<file path="src/sv/trcc_pkg.sv">
// Package with the shared types, widths and constants of the record chain checker.
package trcc_pkg;

	localparam int OFFSET_BITS   = 48;
	localparam int DATA_W        = 8;
	localparam int MAX_LEN_W     = 41;
	localparam int LEN_SHIFT_W   = 64;
	localparam int SIZE_W        = 48;
	localparam int VERDICT_W     = 2;

	localparam logic [OFFSET_BITS-1:0] OFF_MAX     = {OFFSET_BITS{1'b1}};
	localparam logic [OFFSET_BITS-1:0] FIRST_BEGIN = OFFSET_BITS'(4);
	localparam logic [OFFSET_BITS-1:0] MAGIC_LEN   = OFFSET_BITS'(4);
	localparam logic [OFFSET_BITS-1:0] ID_LEN      = OFFSET_BITS'(8);
	localparam logic [OFFSET_BITS-1:0] HDR_LEN     = OFFSET_BITS'(8'h11);
	localparam logic [LEN_SHIFT_W-1:0] MIN_LEN     = LEN_SHIFT_W'(15);
	localparam logic [MAX_LEN_W-1:0]   MAX_LEN_RST = MAX_LEN_W'(209715200);

	localparam logic [DATA_W-1:0] MAGIC_0 = 8'h46; // 'F'
	localparam logic [DATA_W-1:0] MAGIC_1 = 8'h53; // 'S'
	localparam logic [DATA_W-1:0] MAGIC_2 = 8'h32; // '2'
	localparam logic [DATA_W-1:0] MAGIC_3 = 8'h31; // '1'

	localparam logic [DATA_W-1:0] STATUS_SPACE = 8'h20; // ' '
	localparam logic [DATA_W-1:0] STATUS_P     = 8'h70; // 'p'
	localparam logic [DATA_W-1:0] STATUS_C     = 8'h63; // 'c'
	localparam logic [DATA_W-1:0] STATUS_U     = 8'h75; // 'u'

	typedef enum logic [VERDICT_W-1:0] {
		VERDICT_VALID    = 2'd0,
		VERDICT_REJECTED = 2'd1,
		VERDICT_STOPPED  = 2'd2
	} verdict_t;

	typedef struct packed {
		logic [DATA_W-1:0] data_byte;
		logic              start_of_file;
	} item_t;

	typedef struct packed {
		verdict_t          verdict;
		logic              record_accepted;
		logic [SIZE_W-1:0] computed_size;
	} result_t;

	function automatic logic [DATA_W-1:0] magic_byte(input logic [1:0] idx);
		logic [DATA_W-1:0] m;
		unique case (idx)
			2'd0: m = MAGIC_0;
			2'd1: m = MAGIC_1;
			2'd2: m = MAGIC_2;
			default: m = MAGIC_3;
		endcase
		return m;
	endfunction

	function automatic logic status_ok(input logic [DATA_W-1:0] s);
		return (s == STATUS_SPACE) || (s == STATUS_P) || (s == STATUS_C) || (s == STATUS_U);
	endfunction

endpackage

</file>
<file path="src/sv/trcc_walk.sv">
// Walk state of the record chain and the per-byte check logic.
module trcc_walk (
	input  logic                           clk,
	input  logic                           arst_n,
	input  logic                           cfg_write_en,
	input  logic [trcc_pkg::MAX_LEN_W-1:0] cfg_write_data,
	input  logic                           step,
	input  trcc_pkg::item_t                item,
	output trcc_pkg::result_t              result
);
	import trcc_pkg::*;

	localparam int SUM_W = ((OFFSET_BITS > MAX_LEN_W + 1) ? OFFSET_BITS : MAX_LEN_W + 1) + 1;

	logic [MAX_LEN_W-1:0]   max_len_q;
	logic [OFFSET_BITS-1:0] pos_q;
	logic [OFFSET_BITS-1:0] rb_q;
	logic [LEN_SHIFT_W-1:0] len_q;
	verdict_t               verdict_q;
	logic                   first_q;

	logic [OFFSET_BITS-1:0] pos_base;
	logic [OFFSET_BITS-1:0] rb_base;
	logic [LEN_SHIFT_W-1:0] len_base;
	verdict_t               verdict_base;
	logic                   first_base;

	logic [OFFSET_BITS-1:0] pos_d;
	logic [OFFSET_BITS-1:0] rb_d;
	logic [LEN_SHIFT_W-1:0] len_d;
	verdict_t               verdict_d;
	logic                   first_d;
	logic                   accepted;

	logic [OFFSET_BITS-1:0] rel;
	logic [SUM_W-1:0]       next_begin;
	logic                   len_bad;

	always_ff @(posedge clk or negedge arst_n) begin
		if (!arst_n) begin
			max_len_q <= MAX_LEN_RST;
		end else if (cfg_write_en) begin
			max_len_q <= cfg_write_data;
		end
	end

	// A new file restarts the walk before its first byte is checked.
	always_comb begin
		if (item.start_of_file) begin
			pos_base     = '0;
			rb_base      = FIRST_BEGIN;
			len_base     = '0;
			verdict_base = VERDICT_VALID;
			first_base   = 1'b1;
		end else begin
			pos_base     = pos_q;
			rb_base      = rb_q;
			len_base     = len_q;
			verdict_base = verdict_q;
			first_base   = first_q;
		end
	end

	assign rel        = pos_base - rb_base;
	assign next_begin = SUM_W'(rb_base) + SUM_W'(len_base[MAX_LEN_W-1:0]) + SUM_W'(ID_LEN);
	assign len_bad    = (len_base < MIN_LEN) || (len_base > LEN_SHIFT_W'(max_len_q));

	always_comb begin
		rb_d      = rb_base;
		len_d     = len_base;
		verdict_d = verdict_base;
		first_d   = first_base;
		accepted  = 1'b0;
		if (verdict_base == VERDICT_VALID && pos_base != OFF_MAX) begin
			if (pos_base < MAGIC_LEN) begin
				if (item.data_byte != magic_byte(pos_base[1:0])) begin
					verdict_d = VERDICT_REJECTED;
				end
			end else if (pos_base >= rb_base) begin
				if (rel >= ID_LEN && rel < ID_LEN + ID_LEN) begin
					len_d = {len_base[LEN_SHIFT_W-DATA_W-1:0], item.data_byte};
				end else if (rel == HDR_LEN - OFFSET_BITS'(1)) begin
					if (len_bad || !status_ok(item.data_byte)) begin
						verdict_d = first_base ? VERDICT_REJECTED : VERDICT_STOPPED;
					end else begin
						rb_d     = (next_begin > SUM_W'(OFF_MAX)) ? OFF_MAX
							: next_begin[OFFSET_BITS-1:0];
						first_d  = 1'b0;
						accepted = 1'b1;
					end
					len_d = '0;
				end
			end
		end
		pos_d = (pos_base != OFF_MAX) ? pos_base + OFFSET_BITS'(1) : pos_base;
	end

	always_ff @(posedge clk or negedge arst_n) begin
		if (!arst_n) begin
			pos_q     <= '0;
			rb_q      <= FIRST_BEGIN;
			len_q     <= '0;
			verdict_q <= VERDICT_VALID;
			first_q   <= 1'b1;
		end else if (step) begin
			pos_q     <= pos_d;
			rb_q      <= rb_d;
			len_q     <= len_d;
			verdict_q <= verdict_d;
			first_q   <= first_d;
		end
	end

	assign result.verdict         = verdict_d;
	assign result.record_accepted = accepted;
	assign result.computed_size   = SIZE_W'(rb_d);

	// A verdict, once given, holds until a new file begins.
	a_verdict_sticky: assert property (@(posedge clk) disable iff (!arst_n)
		(step && !item.start_of_file && verdict_q != VERDICT_VALID)
		|=> verdict_q == $past(verdict_q))
		else $error("verdict changed without a new file");

	// Within one file the next record start only moves forward.
	a_begin_monotonic: assert property (@(posedge clk) disable iff (!arst_n)
		(step && !item.start_of_file) |=> rb_q >= $past(rb_q))
		else $error("record start moved backward");

	// An accepted record ends the first-record phase.
	a_accept_clears_first: assert property (@(posedge clk) disable iff (!arst_n)
		(step && result.record_accepted) |=> !first_q)
		else $error("first-record flag still set after an accepted record");

	// A record is only accepted while the walk is still valid.
	a_accept_needs_valid: assert property (@(posedge clk) disable iff (!arst_n)
		(step && result.record_accepted) |-> (verdict_base == VERDICT_VALID && rb_q >= FIRST_BEGIN))
		else $error("record accepted on a finished walk");

endmodule

</file>
<file path="config.mk">
export PLATFORM = sky130hd
export DESIGN_NAME = trcc_walk
export DESIGN_NICKNAME = d
export VERILOG_FILES = /design/src/sv/trcc_pkg.sv /design/src/sv/trcc_walk.sv
export SDC_FILE = /design/constraint.sdc
export NUM_CORES = 1
export LEC_CHECK = 0
export BUFFER_PORTS_ARGS = -buffer_cell sky130_fd_sc_hd__buf_4
export CORE_ASPECT_RATIO = 1.25
export CORE_UTILIZATION = 45
export CTS_BUF_LIST = sky130_fd_sc_hd__clkbuf_4 sky130_fd_sc_hd__clkbuf_8
export DETAILED_ROUTE_END_ITERATION = 7
export PLACE_DENSITY = 0.65
export SYNTH_ARGS = -nofsm -noshare
export SYNTH_HDL_FRONTEND = slang
export SYNTH_SLANG_ARGS = --single-unit
</file>
<file path="constraint.sdc">
create_clock -name clk -period 10.9 [get_ports clk]
set_input_delay 2.18 -clock clk [delete_from_list [all_inputs] [get_ports clk]]
set_output_delay 2.18 -clock clk [all_outputs]
set_load 0.05 [all_outputs]
</file>
-- After elaboration in Yosys (flattened, before gate mapping)
Index checks and enable logic that the tools add are counted.
- output and inout port bits: 51
- input bits: 54
- logic and storage cells: 77
- register bits after elaboration: 204
- reduce and logical (&&, ||, !) cells: 10
- order comparisons: 7
- multiplexer cells: 41
- equal/unequal tests: 9
- $add $sub $neg: 4
- operators by type and width (operator ; count):
    48-bit two-way mux ; 10
    64-bit two-way mux ; 6
    64-bit by 41-bit greater-than comparator with 1-bit output ; 1
    64-bit by 4-bit < comparator with 1-bit output, second input constant ; 1
    48-bit by 41-bit adder with 49-bit output ; 1
    49-bit by 4-bit adder with 49-bit output, second input constant ; 1
    49-bit by 48-bit greater-than comparator with 1-bit output, second input constant ; 1
    48-bit by 1-bit adder with 48-bit output, second input constant ; 1
    48-bit by 5-bit == test with 1-bit output, second input constant ; 1
    48-bit by 4-bit >= comparator with 1-bit output, second input constant ; 1
    48-bit >= comparator ; 1
    48-bit by 3-bit < comparator with 1-bit output, second input constant ; 1
    48-bit by 5-bit < comparator with 1-bit output, second input constant ; 1
    48-bit != test, second input constant ; 1
    48-bit subtractor ; 1
    8-bit by 7-bit == test with 1-bit output, second input constant ; 3
    7-bit case mux with 3 select lines ; 1
    2-bit two-way mux ; 9
    8-bit two-way mux ; 2
    1-bit two-way mux ; 13
    8-bit by 6-bit == test with 1-bit output, second input constant ; 1
    8-bit != test ; 1
    1-bit logical OR ; 5
    2-bit logical NOT ; 2
    4 further kinds ; 5

-- Longest topological paths before layout
- depth in word-level cells: 12
- gate-level depth with buffers: 24
- depth with buffers taken out: 19

-- Least setup slack after synthesis
No wires, ideal clock.
- path kind: input -> output
- start: in item[0] (netlist name)
- end: out result[43] (netlist name)
- data required time: 8.720 ns
- cell stages on the path: 21
- arrival time: 8.283 ns
- path buffers: 8
- slack: 0.437 ns
- cell sequence: clkbuf_1 -> clkbuf_1 -> clkbuf_1 -> buf_1 -> clkbuf_1 -> buf_1 -> clkbuf_1 -> nor2_1 -> ha_1 -> a21oi_1 -> a21oi_1 -> nor3_1 -> or4_1 -> or4b_1 -> and4bb_1 -> nand4b_1 -> nor4b_2 -> nand4b_1 -> clkbuf_1 -> o21ai_0 -> a21boi_0
- RTL lines (item ; RTL line ; RTL):
    start: declaration ; trcc_walk.sv:8 ; input trcc_pkg::item_t item,
    end: declaration ; trcc_walk.sv:9 ; output trcc_pkg::result_t result

==> metrics <==
status completed; Final Hold Viols 0; WP data required 8720 ps; FF+latch count, synth 204; Area after DPL 19700 um^2; Clock Latency Late Sink 570 ps; post-synthesis cell type count 83; die width 184 um; EDFF count, synth 0; fin crit period 10290 ps; CP Capture Type output pin; Mapped Cells 2448; DRT Pass-1 Iters 5; cell-internal power 0.00130 W; Iter 0 DRT Violations 1535; Gate power share 11.7%; DIE AREA 42200 um^2; Sw Share 26.9%; hold_ws 485 ps; Die H 229 um; Psw 0.000476 W; CTS buffer count 35; RSZ-0062 raised after global routing false; initial antenna violation count 0; Tightest Hold Check Type register to register; most common cell after layout, fill and taps aside nand2_1; Layout Area Growth over Synthesis 9.87%; LEAKAGE 10.3 nW; register area share after synthesis 27.4%; Avg WL per Cell 20.8 um; share of the synthesized area in the top cell type 26.7%; clk sink count 204; arrival time at the worst endpoint 8110 ps; syn avg cell area 7.61 um^2; setup bufs post-CTS 0; GR Util All Layers 30.1%; largest net degree at the start of global routing 100; fillers 4019; Max Fclk 97.1 MHz; relative slew slack 23.6%; H-Tree Depth 2; vias in the first global route 18100; first-pass GRT wire length 99700 um; port bufs 104; Syn. warnings 0; Design Area, Final 20500 um^2; area of the mapped netlist 18600 um^2; Nets 2667; gpl congestion 0.993; FP Rows 82; CP startpoint kind primary input; CTS tree yes; Final Skew 31.8 ps; DP HPWL 48800 um; cts hold-fix bufs 0; CP Class primary input to output pin; final WL 63400 um; post-route DRC violation count 0; hold path start rb_q[40]$_DFFE_PN0P_; total core area 40400 um^2; ratio of final minimum period to clock period 94.4%; clock root buffer master clkbuf_8; commonest cells after routing, fill and taps aside nand2_1, nor2_1, dfrtp_1; top cells by area, synth dfrtp_1, ha_1, nand2_1; largest fanout on the critical path 54; Setup Total Neg Slack 0 ps; worst vdd ir 126 uV; CTS max path bufs 3; Ant. Diodes 0; vias per inst 6.08; cell taking the most area after synthesis dfrtp_1; GR Overflow Total 0; Detail Route Antenna Nets 0; final slew viol count 0; final setup fails 0; routed via count 18600; Starting Density 46.1%; R2R Path Start pos_q[8]$_DFFE_PN0P_; Synth async-reset ratio 100%; Power Density 86.6 nW/um^2; Syn Nets 2636; clock share of power 43.8%; Reg2Reg Setup Slack 5100 ps; clock-pin slew on the worst setup and hold paths 60 ps; critical path launch point item[0]; layout cell share with drive strength beyond 1 8.86%; ys flop type dfrtp_1; Least-Margin Pin Slew 1150 ps; I/O pins 105; Max Cap Viol 0; share of power burned in registers 44.5%
## power by group through the flow
stage	clock (W)	combinational, W	sequential, W
floorplan	0	0.000128	0.000798
global placement	0	0.000201	0.000801
detailed placement	0	0.000206	0.000802
CTS	0.000788	0.000207	0.000788
global route	0.000815	0.000230	0.000790
finish	0.000777	0.000208	0.000788
## critical path: stages
cell and delay (ps):
buf_4 280, inv_2 380, buf_4 400, nand2_1 180, ha_1 570, a21oi_1 120, a21oi_1 500, nor3_1 120
or4_1 540, or4b_1 510, and4bb_1 260, nand4b_1 150, nor4b_2 330, nand4b_1 210, buf_4 240, buf_4 220
nor4_1 430, a21oi_1 80, a21oi_1 140, buf_4 210
## metal layers
layer	part of all wire [%]	wire [um]	global-route usage (%)
met1	40	25600	36.9
met2	48	30600	51.1
met3	5.1	3210	2.97
met4	6.2	3960	17.2
met5	0	0	0
## registers in the layout, summed over array words and instances (netlist names)
name / flops
len_q: 64
verdict_q: 2
pos_q: 48
rb_q: 48
first_q: 1
max_len_q: 41
## cell usage after synthesis (43+ instances only)
cell type,number
xor2_1,49
a21oi_1,146
clkbuf_1,95
nor2_1,241
xnor2_1,82
nand2_1,368
dfrtp_1,199
o21ai_0,148
nor4_1,51
nor3_1,54
a21o_1,106
nand4_1,50
inv_1,102
and3_1,55
nor2b_1,96
ha_1,132
nand3_1,43
## per-stage QoR
stage / instances / utilization (%) / setup slack [ps] / total power [W]
global route: 3051 / 50.6 / 225 / 0.00183
finish: 3051 / 50.6 / 606 / 0.00177
floorplan: 2448 / - / 437 / 0.000925
detailed placement: 2988 / 48.7 / 380 / 0.00101
CTS: 3051 / 50.6 / 338 / 0.00178
global placement: 2988 / 48.7 / 378 / 0.00100
## final cells by class
cell class	instances	area, um^2	area share (%)
timing repair buffer	125	957	4.68
tap	546	683	3.34
multi-input combinational	2011	12600	61.4
inverter	102	383	1.87
clock inverter	4	70.1	0.342
clock buffer	59	693	3.39
sequential	204	5110	25.0
## repair_timing
action                                  in CTS  in global routing
endpoints found under the hold margin        0                  0
endpoints found under the setup margin       0                  1
gates resized for setup                      0                  1
## final timing paths
check | cells after the start | endpoint
hold / removal | 2 | rb_q[40]$_DFFE_PN0P_
max in group asynchronous | 2 | pos_q[11]$_DFFE_PN0P_
setup reg to reg | 15 | len_q[43]$_DFFE_PN0P_
min in group asynchronous | 1 | max_len_q[30]$_DFFE_PN0P_
setup / recovery | 20 | result[46]
hold reg to reg | 2 | rb_q[40]$_DFFE_PN0P_
## logic make-up (layout without fill, tap and decap cells)
logic type               count (synthesis)  in the layout  share of synthesized area (%)
adder cells (fa/ha/maj)                134            134                           9.08
AO/OA/AOI/OAI                          614            614                           21.0
flip-flops                             204            204                           27.4
XOR/XNOR                               131            131                           6.16
multiplexers                            50             50                           2.74
buffers and inverters                  233            290                           5.17
AND/OR/NAND/NOR                       1082           1082                           28.4
Power figures use the tool's default switching activity.
